`config.mk`:
```
export PLATFORM = sky130hd
export DESIGN_NAME = midi_track_event_encoder
export DESIGN_NICKNAME = d
export VERILOG_FILES = /design/src/sv/mte_pkg.sv /design/src/sv/mte_cell.sv /design/src/sv/mte_ctrl.sv /design/src/sv/midi_track_event_encoder.sv
export VERILOG_INCLUDE_DIRS = /design/src /design/src/sv
export SDC_FILE = /design/constraint.sdc
export NUM_CORES = 2
export LEC_CHECK = 0
export CAP_MARGIN = 20
export CORE_AREA = 2 2 421 423
export CTS_CLUSTER_SIZE = 12
export DETAILED_ROUTE_END_ITERATION = 10
export DIE_AREA = 0 0 423 425
export DONT_BUFFER_PORTS = 1
export HOLD_SLACK_MARGIN = 0.05
export SYNTH_ARGS = -nofsm -noshare
export SYNTH_HDL_FRONTEND = slang
export SYNTH_SLANG_ARGS = --single-unit
```
`constraint.sdc`:
```
create_clock -name clk_i -period 3.2 [get_ports clk_i]
set_input_delay 0.16 -clock clk_i [delete_from_list [all_inputs] [get_ports clk_i]]
set_output_delay 0.16 -clock clk_i [all_outputs]
set_load 0.05 [all_outputs]
```
`src/sv/midi_track_event_encoder_defines.svh`:
```
// Assertion macros shared by the MIDI track event encoder RTL.
// Depends on nothing; included by files that carry concurrent checks.
`ifndef MIDI_TRACK_EVENT_ENCODER_DEFINES_SVH
`define MIDI_TRACK_EVENT_ENCODER_DEFINES_SVH

// Same-cycle implication, disabled while reset is asserted.
`define MTE_ASSERT_NOW(label, clk, rst_n, ante, cons, msg) \
  label: assert property (@(posedge clk) disable iff (!(rst_n)) (ante) |-> (cons)) \
    else $error(msg);

// Next-cycle implication, disabled while reset is asserted.
`define MTE_ASSERT_NEXT(label, clk, rst_n, ante, cons, msg) \
  label: assert property (@(posedge clk) disable iff (!(rst_n)) (ante) |=> (cons)) \
    else $error(msg);

`endif

```
`src/sv/mte_pkg.sv`:
```
// Shared constants and types of the MIDI track event encoder.
// Depends on nothing; imported by the channel cell, the controller and the top level.
`default_nettype none

package mte_pkg;

  // Channel table size and index width.
  localparam int NUM_CHANNELS = 16;
  localparam int CH_W = $clog2(NUM_CHANNELS);

  // Variable-length quantity limits.
  localparam int VLQ_MAX_BYTES = 4;
  localparam int VLQ_BITS = 7 * VLQ_MAX_BYTES;
  localparam int VLQ_K_W = (VLQ_MAX_BYTES > 1) ? $clog2(VLQ_MAX_BYTES) : 1;

  // Field and state widths.
  localparam int TICK_W = 28;
  localparam int INSTR_W = 8;
  localparam int NOTE_W = 7;
  localparam int CNT_W = 15;
  localparam int BCNT_W = 32;

  localparam logic [CNT_W-1:0] COUNT_MAX = 15'h7fff;
  localparam logic [TICK_W-1:0] VLQ_LIMIT = TICK_W'((64'd1 << VLQ_BITS) - 64'd1);

  // Message bytes.
  localparam logic [7:0] VLQ_CONT = 8'h80;
  localparam logic [7:0] DATA_MASK = 8'h7f;
  localparam logic [7:0] STATUS_NOTE_ON = 8'h90;
  localparam logic [7:0] STATUS_PROGRAM = 8'hc0;
  localparam logic [7:0] META_STATUS = 8'hff;
  localparam logic [7:0] META_END_TRACK = 8'h2f;
  localparam logic [7:0] BYTE_ZERO = 8'h00;

  // Search token that travels along the row of channel cells.
  typedef struct packed {
    logic            vld;
    logic            found;
    logic [CNT_W-1:0] low;
    logic [CH_W-1:0] pick;
  } tok_t;

  // Table update broadcast to all cells at the end of a search.
  typedef struct packed {
    logic               en;
    logic               new_ent;
    logic [CH_W-1:0]    idx;
    logic [INSTR_W-1:0] instr;
  } upd_t;

endpackage

`default_nettype wire

```
`src/sv/mte_cell.sv`:
```
// One channel table entry with its stage of the search token chain.
// Depends on mte_pkg.
`default_nettype none

module mte_cell
  import mte_pkg::*;
(
  input  wire logic               clk_i,
  input  wire logic               rst_ni,
  input  wire logic [CH_W-1:0]    cell_idx_i,
  input  wire logic [INSTR_W-1:0] instr_i,
  input  wire tok_t               tok_i,
  output tok_t                    tok_o,
  input  wire upd_t               upd_i
);

  logic [INSTR_W-1:0] inst_q, inst_d;
  logic [CNT_W-1:0]   cnt_q, cnt_d;
  tok_t               tok_q, tok_d;

  // Search step: first matching entry wins, else track the strictly lowest count.
  always_comb begin
    tok_d = tok_i;
    if (tok_i.vld && !tok_i.found) begin
      if (inst_q == instr_i) begin
        tok_d.found = 1'b1;
        tok_d.pick  = cell_idx_i;
      end else if (cnt_q < tok_i.low) begin
        tok_d.low  = cnt_q;
        tok_d.pick = cell_idx_i;
      end
    end
  end

  // Entry update when this cell is the chosen channel.
  always_comb begin
    inst_d = inst_q;
    cnt_d  = cnt_q;
    if (upd_i.en && (upd_i.idx == cell_idx_i)) begin
      if (upd_i.new_ent) begin
        inst_d = upd_i.instr;
        cnt_d  = CNT_W'(1);
      end else if (cnt_q < COUNT_MAX) begin
        cnt_d = cnt_q + CNT_W'(1);
      end
    end
  end

  always_ff @(posedge clk_i or negedge rst_ni) begin
    if (!rst_ni) begin
      inst_q <= '0;
      cnt_q  <= '0;
      tok_q  <= '0;
    end else begin
      inst_q <= inst_d;
      cnt_q  <= cnt_d;
      tok_q  <= tok_d;
    end
  end

  assign tok_o = tok_q;

endmodule

`default_nettype wire

```
`src/sv/mte_ctrl.sv`:
```
// Sequencer of the MIDI track event encoder: input transaction, search launch,
// byte emission and the output register. Depends on mte_pkg and the defines header.
`default_nettype none

`include "midi_track_event_encoder_defines.svh"

module mte_ctrl
  import mte_pkg::*;
(
  input  wire logic               clk_i,
  input  wire logic               rst_ni,
  input  wire logic               in_valid_i,
  output logic                    in_stall_o,
  input  wire logic               action_i,
  input  wire logic [TICK_W-1:0]  event_tick_i,
  input  wire logic [INSTR_W-1:0] instrument_i,
  input  wire logic [NOTE_W-1:0]  pitch_i,
  input  wire logic [NOTE_W-1:0]  velocity_i,
  output logic                    out_valid_o,
  input  wire logic               out_stall_i,
  output logic [7:0]              out_byte_o,
  output logic                    last_o,
  output logic [BCNT_W-1:0]       track_bytes_o,
  output logic [INSTR_W-1:0]      instr_o,
  output tok_t                    tok_o,
  input  wire tok_t               tok_i,
  output upd_t                    upd_o
);

  localparam logic [3:0] ST_IDLE     = 4'd0;
  localparam logic [3:0] ST_SEARCH   = 4'd1;
  localparam logic [3:0] ST_PC_DELTA = 4'd2;
  localparam logic [3:0] ST_PC_STAT  = 4'd3;
  localparam logic [3:0] ST_PC_PROG  = 4'd4;
  localparam logic [3:0] ST_NT_DELTA = 4'd5;
  localparam logic [3:0] ST_NT_STAT  = 4'd6;
  localparam logic [3:0] ST_NT_PITCH = 4'd7;
  localparam logic [3:0] ST_NT_VEL   = 4'd8;
  localparam logic [3:0] ST_END      = 4'd9;

  // Index of the most significant nonzero VLQ group.
  function automatic logic [VLQ_K_W-1:0] vlq_top(input logic [VLQ_BITS-1:0] v);
    logic [VLQ_K_W-1:0] k;
    k = '0;
    for (int j = 1; j < VLQ_MAX_BYTES; j++) begin
      if ((v >> (7 * j)) != '0) k = VLQ_K_W'(j);
    end
    return k;
  endfunction

  // Seven-bit group k of a VLQ value.
  function automatic logic [6:0] vlq_group(input logic [VLQ_BITS-1:0] v,
                                           input logic [VLQ_K_W-1:0] k);
    logic [6:0] g;
    g = '0;
    for (int j = 0; j < VLQ_MAX_BYTES; j++) begin
      if (k == VLQ_K_W'(j)) g = v[7*j +: 7];
    end
    return g;
  endfunction

  logic [3:0]          state_q, state_d;
  logic [TICK_W-1:0]   tick_q, tick_d;
  logic [BCNT_W-1:0]   bcnt_q, bcnt_d;
  logic [VLQ_BITS-1:0] delta_q, delta_d;
  logic [VLQ_K_W-1:0]  k_q, k_d;
  logic [1:0]          eidx_q, eidx_d;
  logic [INSTR_W-1:0]  instr_q, instr_d;
  logic [NOTE_W-1:0]   pitch_q, pitch_d;
  logic [NOTE_W-1:0]   vel_q, vel_d;
  logic [CH_W-1:0]     ch_q, ch_d;
  logic                start_q, start_d;
  logic                ovld_q, ovld_d;
  logic [7:0]          obyte_q, obyte_d;
  logic                olast_q, olast_d;
  logic [BCNT_W-1:0]   otrk_q, otrk_d;

  logic                accept;
  logic                slot_free;
  logic                emit;
  logic [7:0]          ebyte;
  logic                elast;
  logic [TICK_W-1:0]   diff;
  logic [TICK_W-1:0]   diff_sat;
  logic [7:0]          vlq_byte;

  assign in_stall_o = (state_q != ST_IDLE);
  assign accept     = in_valid_i && !in_stall_o;
  assign slot_free  = !ovld_q || !out_stall_i;

  // Clamped and saturated delta of the incoming event.
  assign diff     = (event_tick_i >= tick_q) ? (event_tick_i - tick_q) : '0;
  assign diff_sat = (diff > VLQ_LIMIT) ? VLQ_LIMIT : diff;

  assign vlq_byte = {(k_q != '0), vlq_group(delta_q, k_q)};

  // Sequencer: one byte per free output slot.
  always_comb begin
    state_d = state_q;
    tick_d  = tick_q;
    bcnt_d  = bcnt_q;
    delta_d = delta_q;
    k_d     = k_q;
    eidx_d  = eidx_q;
    instr_d = instr_q;
    pitch_d = pitch_q;
    vel_d   = vel_q;
    ch_d    = ch_q;
    start_d = 1'b0;
    emit    = 1'b0;
    ebyte   = BYTE_ZERO;
    elast   = 1'b0;
    upd_o   = '0;
    case (state_q)
      ST_IDLE: begin
        if (accept) begin
          if (action_i) begin
            eidx_d  = '0;
            state_d = ST_END;
          end else begin
            delta_d = VLQ_BITS'(diff_sat);
            k_d     = vlq_top(VLQ_BITS'(diff_sat));
            tick_d  = event_tick_i;
            instr_d = instrument_i;
            pitch_d = pitch_i;
            vel_d   = velocity_i;
            start_d = 1'b1;
            state_d = ST_SEARCH;
          end
        end
      end
      ST_SEARCH: begin
        if (tok_i.vld) begin
          upd_o.en      = 1'b1;
          upd_o.new_ent = !tok_i.found;
          upd_o.idx     = tok_i.pick;
          upd_o.instr   = instr_q;
          ch_d          = tok_i.pick;
          state_d       = tok_i.found ? ST_NT_DELTA : ST_PC_DELTA;
        end
      end
      ST_PC_DELTA, ST_NT_DELTA: begin
        if (slot_free) begin
          emit  = 1'b1;
          ebyte = vlq_byte;
          if (k_q == '0) begin
            state_d = (state_q == ST_PC_DELTA) ? ST_PC_STAT : ST_NT_STAT;
          end else begin
            k_d = k_q - VLQ_K_W'(1);
          end
        end
      end
      ST_PC_STAT: begin
        if (slot_free) begin
          emit    = 1'b1;
          ebyte   = STATUS_PROGRAM | 8'(ch_q);
          state_d = ST_PC_PROG;
        end
      end
      ST_PC_PROG: begin
        if (slot_free) begin
          emit    = 1'b1;
          ebyte   = instr_q - 8'd1;
          delta_d = '0;
          k_d     = '0;
          state_d = ST_NT_DELTA;
        end
      end
      ST_NT_STAT: begin
        if (slot_free) begin
          emit    = 1'b1;
          ebyte   = STATUS_NOTE_ON | 8'(ch_q);
          state_d = ST_NT_PITCH;
        end
      end
      ST_NT_PITCH: begin
        if (slot_free) begin
          emit    = 1'b1;
          ebyte   = 8'(pitch_q) & DATA_MASK;
          state_d = ST_NT_VEL;
        end
      end
      ST_NT_VEL: begin
        if (slot_free) begin
          emit    = 1'b1;
          ebyte   = 8'(vel_q) & DATA_MASK;
          elast   = 1'b1;
          state_d = ST_IDLE;
        end
      end
      ST_END: begin
        if (slot_free) begin
          emit = 1'b1;
          case (eidx_q)
            2'd1:    ebyte = META_STATUS;
            2'd2:    ebyte = META_END_TRACK;
            default: ebyte = BYTE_ZERO;
          endcase
          eidx_d = eidx_q + 2'd1;
          if (eidx_q == 2'd3) begin
            elast   = 1'b1;
            state_d = ST_IDLE;
          end
        end
      end
      default: begin
        state_d = ST_IDLE;
      end
    endcase

    // Byte count; the end-of-track meta event restarts the track.
    if (emit) begin
      bcnt_d = bcnt_q + BCNT_W'(1);
      if (elast && (state_q == ST_END)) begin
        bcnt_d = '0;
        tick_d = '0;
      end
    end
  end

  // Output register parts the sequencer from the receiver.
  always_comb begin
    ovld_d  = ovld_q;
    obyte_d = obyte_q;
    olast_d = olast_q;
    otrk_d  = otrk_q;
    if (emit) begin
      ovld_d  = 1'b1;
      obyte_d = ebyte;
      olast_d = elast;
      otrk_d  = bcnt_q + BCNT_W'(1);
    end else if (!out_stall_i) begin
      ovld_d = 1'b0;
    end
  end

  always_ff @(posedge clk_i or negedge rst_ni) begin
    if (!rst_ni) begin
      state_q <= ST_IDLE;
      tick_q  <= '0;
      bcnt_q  <= '0;
      start_q <= 1'b0;
      ovld_q  <= 1'b0;
    end else begin
      state_q <= state_d;
      tick_q  <= tick_d;
      bcnt_q  <= bcnt_d;
      start_q <= start_d;
      ovld_q  <= ovld_d;
    end
  end

  always_ff @(posedge clk_i) begin
    delta_q <= delta_d;
    k_q     <= k_d;
    eidx_q  <= eidx_d;
    instr_q <= instr_d;
    pitch_q <= pitch_d;
    vel_q   <= vel_d;
    ch_q    <= ch_d;
    obyte_q <= obyte_d;
    olast_q <= olast_d;
    otrk_q  <= otrk_d;
  end

  // Search token enters the first cell in the cycle after the transaction.
  always_comb begin
    tok_o       = '0;
    tok_o.vld   = start_q;
    tok_o.found = 1'b0;
    tok_o.low   = COUNT_MAX;
    tok_o.pick  = CH_W'(NUM_CHANNELS - 1);
  end

  assign instr_o       = instr_q;
  assign out_valid_o   = ovld_q;
  assign out_byte_o    = obyte_q;
  assign last_o        = olast_q;
  assign track_bytes_o = otrk_q;

  // Checks on the sequencer.
  `MTE_ASSERT_NOW(a_tok_in_search, clk_i, rst_ni, tok_i.vld, state_q == ST_SEARCH, "search token outside search")
  `MTE_ASSERT_NEXT(a_upd_once, clk_i, rst_ni, upd_o.en, (state_q == ST_PC_DELTA) || (state_q == ST_NT_DELTA), "table update not followed by delta")
  `MTE_ASSERT_NEXT(a_last_idle, clk_i, rst_ni, emit && elast, state_q == ST_IDLE, "final byte did not end the sequence")
  `MTE_ASSERT_NEXT(a_end_clears, clk_i, rst_ni, emit && elast && (state_q == ST_END), (bcnt_q == '0) && (tick_q == '0), "end of track did not clear time and count")
  `MTE_ASSERT_NOW(a_no_emit_busy, clk_i, rst_ni, emit, slot_free, "byte emitted into a full output register")

endmodule

`default_nettype wire

```
`src/sv/midi_track_event_encoder.sv`:
```
// MIDI track event encoder.
//
// Input channel (in_valid_i / in_stall_o): one transaction is a note event
// (action 0: absolute tick, instrument, pitch, velocity) or an end of track
// (action 1). Output channel (out_valid_o / out_stall_i): one transaction is
// one track byte with last_o on the final byte of its input and track_bytes_o,
// the running byte count of the track including that byte.
// A note event walks a search token along a row of NUM_CHANNELS channel cells,
// one cell per cycle, so the channel is known once the token leaves the last
// cell. Then one byte leaves per cycle while the receiver does not stall:
// 4 to 7 bytes without a program change, 7 to 10 with one.
// The next input is taken once the final byte sits in the output register.
// Reset clears the channel table, the tick and the byte count; no clearing pass.
// While the receiver stalls, the output register holds its byte and the
// sequencer waits for the slot.
// Depends on mte_pkg, mte_cell and mte_ctrl.
`default_nettype none

module midi_track_event_encoder
  import mte_pkg::*;
(
  input  wire logic               clk_i,
  input  wire logic               rst_ni,
  input  wire logic               in_valid_i,
  output logic                    in_stall_o,
  input  wire logic               action_i,
  input  wire logic [TICK_W-1:0]  event_tick_i,
  input  wire logic [INSTR_W-1:0] instrument_i,
  input  wire logic [NOTE_W-1:0]  pitch_i,
  input  wire logic [NOTE_W-1:0]  velocity_i,
  output logic                    out_valid_o,
  input  wire logic               out_stall_i,
  output logic [7:0]              out_byte_o,
  output logic                    last_o,
  output logic [BCNT_W-1:0]       track_bytes_o
);

  tok_t               tok [NUM_CHANNELS+1];
  upd_t               upd;
  logic [INSTR_W-1:0] instr;

  // Sequencer and output register.
  mte_ctrl u_ctrl (
    .clk_i         (clk_i),
    .rst_ni        (rst_ni),
    .in_valid_i    (in_valid_i),
    .in_stall_o    (in_stall_o),
    .action_i      (action_i),
    .event_tick_i  (event_tick_i),
    .instrument_i  (instrument_i),
    .pitch_i       (pitch_i),
    .velocity_i    (velocity_i),
    .out_valid_o   (out_valid_o),
    .out_stall_i   (out_stall_i),
    .out_byte_o    (out_byte_o),
    .last_o        (last_o),
    .track_bytes_o (track_bytes_o),
    .instr_o       (instr),
    .tok_o         (tok[0]),
    .tok_i         (tok[NUM_CHANNELS]),
    .upd_o         (upd)
  );

  // Row of channel cells; the token moves one cell per cycle.
  for (genvar i = 0; i < NUM_CHANNELS; i++) begin : g_cell
    mte_cell u_cell (
      .clk_i      (clk_i),
      .rst_ni     (rst_ni),
      .cell_idx_i (CH_W'(i)),
      .instr_i    (instr),
      .tok_i      (tok[i]),
      .tok_o      (tok[i+1]),
      .upd_i      (upd)
    );
  end

endmodule

`default_nettype wire
```
==> results by group <==
Outcome
  • Status: finished with violations
  • Failing checks: hold timing, slew limit, setup timing

Clocking
  • Clk Latency, worst-skew pair: around 0.68 ns
  • Hold buffer count at cts: 54
  • TritonCTS buffer count: 92
  • Clock sink total: about 850
  • H-tree depth: 3
  • CTS tree: built
  • Clock Pin Slew Worst Setup and Hold Paths: 0.06 ns
  • Root Buffer: clkbuf_16
  • Clock Path Buffers: 3

Floorplanning
  • Die Ht: 425 um
  • Die width: 423 um
  • Initial Utilization: 24.9%
  • Die area: 0.180 mm^2
  • # IOs: 98
  • # rows: 154
  • Core Region: 0.175 mm^2

Timing
  • RSZ-0062 raised after global routing: yes
  • Fin. max-slew vios: 692
  • # setup viols final: 1
  • Min Hold Slack: -0.712 ns
  • Clk_skew: 0.0273 ns
  • Setup TNS: -0.110 ns
  • Final hold violation count: 487
  • Final worst path period need: 3.31 ns
  • Slew @ Worst Pin: 3.71 ns
  • Relative max-transition margin: -147%
  • Final WS setup: -0.110 ns
  • Max Clk Rate: 302 MHz
  • Part of the cycle the worst path needs: 103%

Pwr
  • Sequential power share: 43.2%
  • Clk pwr share: 29.8%
  • Pwr dens: approximately 710 mW/mm^2
  • Overall Power: 36.3 mW
  • Lkg Pwr: 23.6 nW
  • Sw Ratio: about a third
  • Max VDD drop: between 0.5 and 0.6 mV
  • Combinational share of power: 27.0%
  • Sw power: 11.9 mW
  • Int Power: 24.4 mW

Worst setup path
  • Critical path's top delay family: compound AO/OA/AOI/OAI gates
  • CP Buf/Inv Count: 2
  • Cell mode on critical path: buf_6
  • CP arrival: 3.73 ns
  • Critical Path RT: 3.62 ns
  • CP max FO: 3
  • Crit start category: register
  • Highest-delay cell along the critical path: or4b_4
  • Cell breakdown of the critical path: ha_4 > fa_2 > nand2b_4 > a211oi_4 > o21ai_2 > buf_6 > o311ai_4 > buf_6 > xor2_2 > nand2_1 > nand3_1 > or4b_4 > a211o_1
  • Setup crit end kind: register
  • Critical path class: register to register
  • Slowest cell delay on critical path: 0.54 ns

Synthesis
  • Post-Syn Instances: between 4000 and 5000
  • Mapped Area: 0.0436 mm^2
  • Post-synth top area share: 42.9%
  • Post-synth cell types: 85
  • Synth top cells by count: dfrtp_1, nand2_1, inv_1, nor2_1
  • Top cells by area, synth: dfrtp_1, ha_1, edfxtp_1
  • Post-Syn Nets: ~4500
  • Post-synth EDFFs: slightly below 100
  • Synth Register Bits: 847
  • Yosys warnings: 0
  • Ys async rst share: 88.3%
  • Count leader, synth: dfrtp_1
  • Mapped Avg Cell Area: ~10 um^2
  • Yosys top cell by area: dfrtp_1
  • Register area share after synthesis: approximately half
  • Ys flop type: dfrtp_1

Global routing
  • Vias in the first global route: 30800
  • Total gr overflow: 0
  • Pin count of the biggest net entering global routing: about 750
  • First-pass GRT wire length: 167000 um
  • Initial antenna violation count: 5
  • GRT Total Usage: 11.4%

Placement
  • Port bufs: 0
  • Dpl cell area: 0.0472 mm^2
  • GPL Wtd Cong: 0.846
  • DP HPWL: 71100 um

Finish
  • Share of layout cells above drive strength 1: 14.7%
  • Fill count: between 15000 and 20000
  • Final Cell Area: 0.0510 mm^2
  • Final #Nets: 4652
  • Area Overhead vs Synth: 17.1%
  • Final Util: 29.1%

Drt
  • Wirelength per Cell: 15.2 um
  • Vias per inst: between 4 and 5
  • DRC: 0
  • Routed vias: 30400
  • DRT Wirelength: 102000 um
  • DRT antenna net count: 0
  • Initial DRC Count: ~2100
  • Drt pass-1 iters: 6

Worst hold path
  • Worst hold path type: primary input to async pin

Job
  • Max Cap Violations: 0
[final timing paths]
check                                                start                          to  slack [ns]  depth (start not counted)
worst max-delay path                      u_ctrl.tick_q[0]               u_ctrl.k_q[1]       -0.11                         13
worst min-delay path                                rst_ni           u_ctrl.bcnt_q[22]       -0.71                          0
worst max register to register            u_ctrl.tick_q[0]               u_ctrl.k_q[1]       -0.11                         13
worst min register to register  g_cell[0].u_cell.tok_o[20]  g_cell[1].u_cell.tok_o[20]        0.38                          0
max in group asynchronous                           rst_ni   g_cell[3].u_cell.cnt_q[1]        1.09                          0
min in group clk_i                         event_tick_i[9]           u_ctrl.delta_q[9]        0.09                          4
[metrics by stage]
stage	cells	worst slack, ns
3_3_place_gp	6513	-0.567
4_1_cts	6737	-0.0775
2_1_floorplan	4179	-0.162
3_5_place_dp	6514	-0.483
6_report	6742	-0.110
5_1_grt	6742	-0.214
[registers in the layout, indices dropped and copies added, names as in the netlist, 7 cells and up]
name                  flops
g_cell.u_cell.cnt_q     240
g_cell.u_cell.inst_q    128
g_cell.u_cell.tok_o     314
u_ctrl.bcnt_q            32
u_ctrl.delta_q           28
u_ctrl.instr_o            8
u_ctrl.out_byte_o         8
u_ctrl.pitch_q            7
u_ctrl.tick_q            28
u_ctrl.track_bytes_o     32
u_ctrl.vel_q              7
[timing repair]
item                                    CTS  global route
setup buffers                             9             3
gates resized for setup                  14            22
hold endpoints to repair                825           748
endpoints found under the setup margin    2            27
pin swaps                                14            11
[layer usage]
metal / wire [um] / GRT usage [%]
met2: 49600 / 19.2
met1: 46300 / 14.7
met3: 3250 / 1.65
met5: 0 / 0
met4: 3390 / 4.17
[kinds of logic (layout without fill, tap and decap cells)]
| family | after synthesis | in the layout | synth area share, % |
|---|---|---|---|
| and+or+nand+nor | 1306 | 1306 | 14.7 |
| DFF | 847 | 847 | 49.8 |
| AOI/OAI and AO/OA | 659 | 659 | 9.49 |
| buffers and inverters | 473 | 694 | 4.14 |
| xor gates and xnor gates | 335 | 335 | 6.73 |
| muxes | 296 | 296 | 7.58 |
| adders and majority gates | 263 | 263 | 7.57 |
| other | 0 | 2 | 0 |
[cells in the final DEF, fill, tap and decap left out, types with 136 or more instances in the layout]
cell type	synthesis	final
dfrtp_1	748	748
o21ai_0	215	211
buf_4	1	136
mux2_2	263	263
nor2_1	329	328
nand2_1	354	354
inv_1	329	326
a21oi_1	182	179
xor2_1	263	262
ha_1	262	261
[cell type report]
| class | count | area, um^2 | area share [%] |
|---|---|---|---|
| multi-input combinational | 2859 | 20300 | 39.8 |
| tap | 2340 | 2930 | 5.74 |
| inverter | 329 | 1240 | 2.43 |
| timing repair buffer | 205 | 1840 | 3.60 |
| antenna | 2 | 5.00 | 0.00981 |
| sequential | 847 | 21700 | 42.5 |
| clock inverter | 25 | 339 | 0.664 |
| clock buffer | 135 | 2710 | 5.31 |
[power groups by stage]
stage	Clock, mW	Sequential, mW	Combinational (mW)
final	10.8	15.7	9.79
after global routing	11.6	15.9	11.0
after CTS	11.1	15.7	9.68
after detailed placement	0	15.9	9.32
after global placement	0	15.9	9.16
after floorplan	0	15.3	6.71
Power figures use the tool's default switching activity.
